$ cat config.mk
export PLATFORM = sky130hd
export DESIGN_NAME = sfr_back
export DESIGN_NICKNAME = d
export VERILOG_FILES = /design/src/hdl/sfr_pkg.sv /design/src/hdl/sfr_back.sv
export SDC_FILE = /design/constraint.sdc
export NUM_CORES = 1
export LEC_CHECK = 0
export ABC_AREA = 1
export BUFFER_PORTS_ARGS = -buffer_cell sky130_fd_sc_hd__buf_2
export CAP_MARGIN = 15
export CORE_ASPECT_RATIO = 2
export CORE_UTILIZATION = 50
export CTS_BUF_LIST = sky130_fd_sc_hd__clkbuf_8
export CTS_CLUSTER_SIZE = 30
export DETAILED_ROUTE_END_ITERATION = 10
export MAX_ROUTING_LAYER = met4
export PLACE_DENSITY = 0.67
export SLEW_MARGIN = 5
export SYNTH_ARGS = -nofsm -noshare
export SYNTH_HDL_FRONTEND = slang
export SYNTH_SLANG_ARGS = --single-unit
export TNS_END_PERCENT = 10
$ cat constraint.sdc
create_clock -name clk -period 5.5 [get_ports clk]
set_clock_uncertainty 0.2 [all_clocks]
set_input_delay 0.55 -clock clk [delete_from_list [all_inputs] [get_ports clk]]
set_output_delay 0.55 -clock clk [all_outputs]
set_load 0.01 [all_outputs]
$ cat src/hdl/sfr_pkg.sv
// shared types, codes and constants for the serial frame receiver and checker
// no dependencies; imported by every module under hdl
package sfr_pkg;

  // frame layout
  localparam int unsigned HdrLen = 4;
  localparam int unsigned QueueDepthDefault = 4;

  // configuration port
  localparam int unsigned CfgIdxW = 2;
  localparam int unsigned CfgDataW = 16;
  localparam logic [CfgIdxW-1:0] CFG_MAX_RX_LEN = 2'd0;
  localparam logic [CfgIdxW-1:0] CFG_TIMEOUT_TICKS = 2'd1;
  localparam logic [8:0] MAX_RX_LEN_RST = 9'd256;
  localparam logic [15:0] TIMEOUT_TICKS_RST = 16'd1000;

  // input command codes
  localparam logic CMD_BYTE = 1'b0;
  localparam logic CMD_TICK = 1'b1;

  // result kinds
  localparam logic KIND_PAYLOAD = 1'b0;
  localparam logic KIND_FRAME_END = 1'b1;

  // frame end result codes
  typedef enum logic [2:0] {
    RC_OK       = 3'd0,
    RC_OVERFLOW = 3'd1,
    RC_TIMEOUT  = 3'd2,
    RC_CHECKSUM = 3'd3,
    RC_SHORT    = 3'd4
  } result_code_t;

  // receive phases, one-hot
  typedef enum logic [4:0] {
    PH_IDLE = 5'b00001,
    PH_HDR  = 5'b00010,
    PH_PAY  = 5'b00100,
    PH_CKHI = 5'b01000,
    PH_CKLO = 5'b10000
  } phase_t;

  // input transaction
  typedef struct packed {
    logic       cmd;
    logic [7:0] rx_byte;
  } in_item_t;

  // result transaction
  typedef struct packed {
    logic       kind;
    logic [7:0] payload_byte;
    logic [7:0] payload_index;
    logic [7:0] opcode;
    logic [7:0] source;
    logic [7:0] status_byte;
    logic [7:0] frame_length;
    logic [2:0] result_code;
  } out_item_t;

  // classified operation handed from front to back
  typedef struct packed {
    logic       is_tick;
    logic [7:0] rx_byte;
    logic       len_ovf;
    logic       len_short;
  } op_t;

  // queue status seen by front and back
  typedef struct packed {
    logic empty;
    logic full;
  } q_status_t;

endpackage

$ cat src/hdl/sfr_back.sv
// back end: frame state machine, checksum check and output register
// depends on sfr_pkg
module sfr_back (
  input  logic               clk,
  input  logic               rst_n,
  input  logic [15:0]        timeout_ticks,
  input  sfr_pkg::q_status_t q_status,
  input  sfr_pkg::op_t       pop_op,
  output logic               pop,
  output sfr_pkg::out_item_t out_data,
  output logic               out_valid,
  input  logic               out_stall
);
  import sfr_pkg::*;

  phase_t      phase_r, phase_nxt;
  logic [7:0]  frame_len_r, frame_len_nxt;
  logic [7:0]  byte_pos_r, byte_pos_nxt;
  logic [15:0] sum_r, sum_nxt;
  logic [7:0]  opcode_r, opcode_nxt;
  logic [7:0]  source_r, source_nxt;
  logic [7:0]  status_r, status_nxt;
  logic [7:0]  sum_hi_r, sum_hi_nxt;
  logic [15:0] ticks_r, ticks_nxt;
  logic        out_valid_r, out_valid_nxt;
  out_item_t   out_r, out_nxt;

  logic        res_valid;
  logic        res_end;
  logic [2:0]  res_code;
  logic [15:0] sum_add;
  logic [15:0] ticks_inc;
  logic [7:0]  pos_inc;
  logic [15:0] got_sum;

  // take the next operation whenever the output slot is free or draining
  assign pop = !q_status.empty && (!out_valid_r || !out_stall);

  assign sum_add   = sum_r + {8'd0, pop_op.rx_byte};
  assign ticks_inc = ticks_r + 16'd1;
  assign pos_inc   = byte_pos_r + 8'd1;
  assign got_sum   = {sum_hi_r, pop_op.rx_byte};

  // frame state machine
  always_comb begin
    phase_nxt     = phase_r;
    frame_len_nxt = frame_len_r;
    byte_pos_nxt  = byte_pos_r;
    sum_nxt       = sum_r;
    opcode_nxt    = opcode_r;
    source_nxt    = source_r;
    status_nxt    = status_r;
    sum_hi_nxt    = sum_hi_r;
    ticks_nxt     = ticks_r;
    res_valid     = 1'b0;
    res_end       = 1'b0;
    res_code      = RC_OK;
    if (pop) begin
      if (pop_op.is_tick) begin
        // ticks count only mid-frame
        if (phase_r != PH_IDLE) begin
          ticks_nxt = ticks_inc;
          if (ticks_inc >= timeout_ticks || ticks_inc == 16'd0) begin
            res_end  = 1'b1;
            res_code = RC_TIMEOUT;
          end
        end
      end else begin
        ticks_nxt = '0;
        unique case (phase_r)
          PH_IDLE: begin
            frame_len_nxt = pop_op.rx_byte;
            opcode_nxt    = '0;
            source_nxt    = '0;
            status_nxt    = '0;
            if (pop_op.len_ovf) begin
              res_end  = 1'b1;
              res_code = RC_OVERFLOW;
            end else if (pop_op.len_short) begin
              res_end  = 1'b1;
              res_code = RC_SHORT;
            end else begin
              sum_nxt      = {8'd0, pop_op.rx_byte};
              byte_pos_nxt = 8'd1;
              phase_nxt    = PH_HDR;
            end
          end
          PH_HDR: begin
            sum_nxt = sum_add;
            if (byte_pos_r == 8'd1) begin
              opcode_nxt = pop_op.rx_byte;
            end else if (byte_pos_r == 8'd2) begin
              source_nxt = pop_op.rx_byte;
            end else begin
              status_nxt = pop_op.rx_byte;
            end
            byte_pos_nxt = pos_inc;
            if (pos_inc >= 8'(HdrLen)) begin
              phase_nxt = (pos_inc >= frame_len_r) ? PH_CKHI : PH_PAY;
            end
          end
          PH_PAY: begin
            sum_nxt      = sum_add;
            res_valid    = 1'b1;
            byte_pos_nxt = pos_inc;
            if (pos_inc >= frame_len_r || pos_inc == 8'd0) begin
              phase_nxt = PH_CKHI;
            end
          end
          PH_CKHI: begin
            sum_hi_nxt = pop_op.rx_byte;
            phase_nxt  = PH_CKLO;
          end
          PH_CKLO: begin
            res_end  = 1'b1;
            res_code = (got_sum == (16'd0 - sum_r)) ? RC_OK : RC_CHECKSUM;
          end
          default: begin
            phase_nxt = PH_IDLE;
          end
        endcase
      end
      // every frame end returns to idle
      if (res_end) begin
        res_valid    = 1'b1;
        phase_nxt    = PH_IDLE;
        byte_pos_nxt = '0;
        sum_nxt      = '0;
        sum_hi_nxt   = '0;
        ticks_nxt    = '0;
      end
    end
  end

  // result formatting into the output register
  always_comb begin
    out_nxt       = out_r;
    out_valid_nxt = out_valid_r;
    if (out_valid_r && !out_stall) begin
      out_valid_nxt = 1'b0;
    end
    if (res_valid) begin
      out_valid_nxt = 1'b1;
      out_nxt       = '0;
      if (res_end) begin
        out_nxt.kind         = KIND_FRAME_END;
        out_nxt.opcode       = opcode_nxt;
        out_nxt.source       = source_nxt;
        out_nxt.status_byte  = status_nxt;
        out_nxt.frame_length = frame_len_nxt;
        out_nxt.result_code  = res_code;
      end else begin
        out_nxt.kind          = KIND_PAYLOAD;
        out_nxt.payload_byte  = pop_op.rx_byte;
        out_nxt.payload_index = byte_pos_r - 8'(HdrLen);
      end
    end
  end

  always_ff @(posedge clk) begin
    if (!rst_n) begin
      phase_r     <= PH_IDLE;
      frame_len_r <= '0;
      byte_pos_r  <= '0;
      sum_r       <= '0;
      opcode_r    <= '0;
      source_r    <= '0;
      status_r    <= '0;
      sum_hi_r    <= '0;
      ticks_r     <= '0;
      out_valid_r <= 1'b0;
    end else begin
      phase_r     <= phase_nxt;
      frame_len_r <= frame_len_nxt;
      byte_pos_r  <= byte_pos_nxt;
      sum_r       <= sum_nxt;
      opcode_r    <= opcode_nxt;
      source_r    <= source_nxt;
      status_r    <= status_nxt;
      sum_hi_r    <= sum_hi_nxt;
      ticks_r     <= ticks_nxt;
      out_valid_r <= out_valid_nxt;
    end
  end

  // output payload, no reset needed
  always_ff @(posedge clk) begin
    out_r <= out_nxt;
  end

  assign out_data  = out_r;
  assign out_valid = out_valid_r;

  // checks
  property p_idle_clean;
    @(posedge clk) disable iff (!rst_n)
      (phase_r == PH_IDLE) |-> (ticks_r == 16'd0 && byte_pos_r == 8'd0 && sum_r == 16'd0);
  endproperty
  a_idle_clean: assert property (p_idle_clean) else $error("idle with stale frame state");

  property p_end_to_idle;
    @(posedge clk) disable iff (!rst_n) res_end |=> (phase_r == PH_IDLE && out_valid_r);
  endproperty
  a_end_to_idle: assert property (p_end_to_idle) else $error("frame end did not go idle");

  property p_pay_pos;
    @(posedge clk) disable iff (!rst_n)
      (phase_r == PH_PAY) |-> (byte_pos_r >= 8'(HdrLen) && byte_pos_r < frame_len_r);
  endproperty
  a_pay_pos: assert property (p_pay_pos) else $error("payload position out of frame");

endmodule

==> run summary <==
reg2reg end - out_data[34]$_SDFFCE_PN0P_
Post-Syn Nets - 1263
Final Max Tran Viols - 0
Core Box Area - 16300 µm²
H-tree levels - 4
maxcap violations - 0
CP endpoint kind - register
Post-synth EDFFs - 52
dpl hpwl - 18.0 mm
DRT iter0 DRCs - 378
Mapped Cells - 1190
Yosys warnings - 0
post-CTS setup buffer count - 0
Num CTS Buffers - 17
sequential cell area fraction in the yosys report - 0.393
gr usage total - 0.295
worst reg2reg setup slack - 1.02 ns
fraction of registers with async set/reset - 0
cell area power density - 297 nW/µm²
commonest cells in the netlist - 306 x nand2_1, 188 x nor2_1, 171 x inv_1
maximum buffer depth of the clock tree - 2
Yosys top cell by area - dfxtp_1
hold-critical path depth - 2
I/O Pins - 86
Hold Fails Final Rpt - 0
Num Clock Sinks - 138
Worst-Margin Slew - 1.08 ns
Skew-Pair Late Insertion Delay - 0.46 ns
share of layout cells above drive strength 1 - 0.123
main flop type after synthesis - dfxtp_1
P_int - 0.00178 W
Remaining DRCs - 0
pre-CTS setup slack - 1.13 ns
row count - 66
sw power - 0.000987 W
die area - 17200 µm²
Sequential Area - 3280 µm²
Yosys top cell area share - 0.206
root buffer selected by CTS - clkbuf_8
multi-input logic area - 4230 µm²
initial antenna violation count - 0
Area growth, synth to finish - 11.6%
hold-fix buffers at CTS - 0
CTS tree - done
top cells by area, synth - dfxtp_1 21%, edfxtp_1 19%, nand2_1 14%
critical path class - reg -> reg
part of the power in the clock network - 0.307
cell area after synthesis - 8350 µm²
sw frac - 0.357
Req. time, crit path - 5.50 ns
R2R depth - 18
Worst IR Drop VDD - 0.166 mV
period utilization - 0.815
final std cells w/o fill - 1483
max_slew headroom - 0.276
drt wl/cell - 16.0 µm
IO buf count - 84
Routed WL - 23.8 mm
Max Freq - 223 MHz
antenna fix cells - 0
P_leak - 4.30 nW
number of detailed-route iterations in the first pass - 5
via count - 7914
vias in the first global route - 7522
Antenna Violating Nets Remaining - 0
outcome - finished, final reports clean
top-count cell post-synth - nand2_1
FF-to-FF Start - ticks_r[0]$_SDFFE_PN0P_
Synth Register Bits - 138
Avg Cell Area, Syn - 7.01 µm²
setup TNS - 0 ns
unique cell type count in the Yosys netlist - 49
Final Worst Setup Slack - 1.02 ns
hold_sp - pop_op[1]
Startpoint Class - register
Hold Path End - out_data[2]$_SDFFCE_PP0P_
initial core utilization - 0.513
Clk pin slew, worst setup/hold paths - 0.09 ns
Final min period - 4.48 ns
die height - 185 µm
Seq pwr share - 0.425
DP Cell Count - 1451
Setup Viol. Count Final - 0
maximum number of pins on one net before global-route repair - 58
RSZ-0062 raised after global routing - false
crit path max fanout - 49
Min-Delay Path Class - in -> reg
first-pass GRT wire length - 36.9 mm
vias per cell - 5.34
Gate power share - 0.268
WP data arrival - 4.48 ns
CTS resizes - 0
fin nets - 1339
Routability Congestion - 1.00
Fillers - 1639
die width - 93.4 µm
gr ovfl total - 0
-- power by group through the flow --
stage,clock network [W],logic [W],registers [W]
floorplan,0,0.000525,0.00120
global placement,0,0.000726,0.00120
detailed placement,0,0.000736,0.00120
CTS,0.000865,0.000739,0.00117
global route,0.000904,0.000833,0.00118
finish,0.000849,0.000742,0.00117
-- stage by stage --
step	cell area (µm²)	util	power [W]	hold slack (ns)
after floorplan	8350	-	0.00173	0.247
after global placement	8920	0.548	0.00192	0.270
after detailed placement	8920	0.548	0.00193	0.276
after CTS	9320	0.573	0.00278	0.243
after global routing	9320	0.573	0.00292	0.254
final	9320	0.573	0.00277	0.273
-- layout by cell type, fill, tap and decap left out, types with 40 or more instances in the layout --
master    instances
a21oi_1          81
buf_2            84
dfxtp_1          86
edfxtp_1         52
ha_1             40
inv_1           171
nand2_1         305
nand3_1          45
nand4_1          42
nor2_1          188
o21ai_0          44
-- cell families after synthesis --
family | share of synthesized area
adders and majority gates | 0.0624
and+or+nand+nor | 0.317
buffers and inverters | 0.100
DFF | 0.393
AOI/OAI and AO/OA | 0.0992
xor gates and xnor gates | 0.0277
-- registers in the layout, indices dropped and copies added (netlist names), 8 cells and up --
register	count
ticks_r	16
byte_pos_r	8
source_r	8
frame_len_r	8
opcode_r	8
out_data	52
sum_r	16
sum_hi_r	8
status_r	8
-- area by class of cell --
| cell class | count | share of cell area |
|---|---|---|
| Clock buffer | 17 | 0.0251 |
| Clock inverter | 15 | 0.0176 |
| Inverter | 176 | 0.0709 |
| Multi-Input combinational cell | 840 | 0.454 |
| Sequential cell | 138 | 0.352 |
| Tap cell | 204 | 0.0274 |
| Timing Repair Buffer | 93 | 0.0524 |
-- worst max-delay path, stage by stage (launching register included) --
cell     delay, ns
dfxtp_1       0.54
ha_1          0.38
nand3_1       0.21
nor2_1        0.29
nand4_1       0.14
nand2_1       0.12
inv_1         0.07
ha_1          0.30
nand2_1       0.08
inv_1         0.03
o21ai_0       0.14
nand3_1       0.09
a21oi_1       0.32
nand2_4       0.22
nand2_4       0.35
nor2_4        0.07
inv_2         0.07
buf_4         0.43
nor2_1        0.10
-- how the worst max path moves through the flow --
stage                       startpoint                          to  slack [ns]  cells past startpoint
2_1_floorplan  ticks_r[0]$_SDFFE_PN0P_   out_data[0]$_SDFFCE_PP0P_        0.97                     18
3_3_place_gp   ticks_r[0]$_SDFFE_PN0P_  out_data[30]$_SDFFCE_PN0P_        1.18                     18
3_5_place_dp   ticks_r[0]$_SDFFE_PN0P_  out_data[30]$_SDFFCE_PN0P_        1.13                     18
4_1_cts        ticks_r[0]$_SDFFE_PN0P_  out_data[34]$_SDFFCE_PN0P_        1.10                     18
5_1_grt        ticks_r[0]$_SDFFE_PN0P_  out_data[30]$_SDFFCE_PN0P_        0.70                     18
6_report       ticks_r[0]$_SDFFE_PN0P_  out_data[34]$_SDFFCE_PN0P_        1.02                     18
-- per-layer routing --
layer,GRT usage,vias to the layer above,part of all wire
li1,-,3968,-
met1,0.257,3668,0.34
met2,0.577,212,0.57
met3,0.0421,66,0.037
met4,0.170,0,0.051
met5,-,-,0
(Power assumes the default switching activity.)
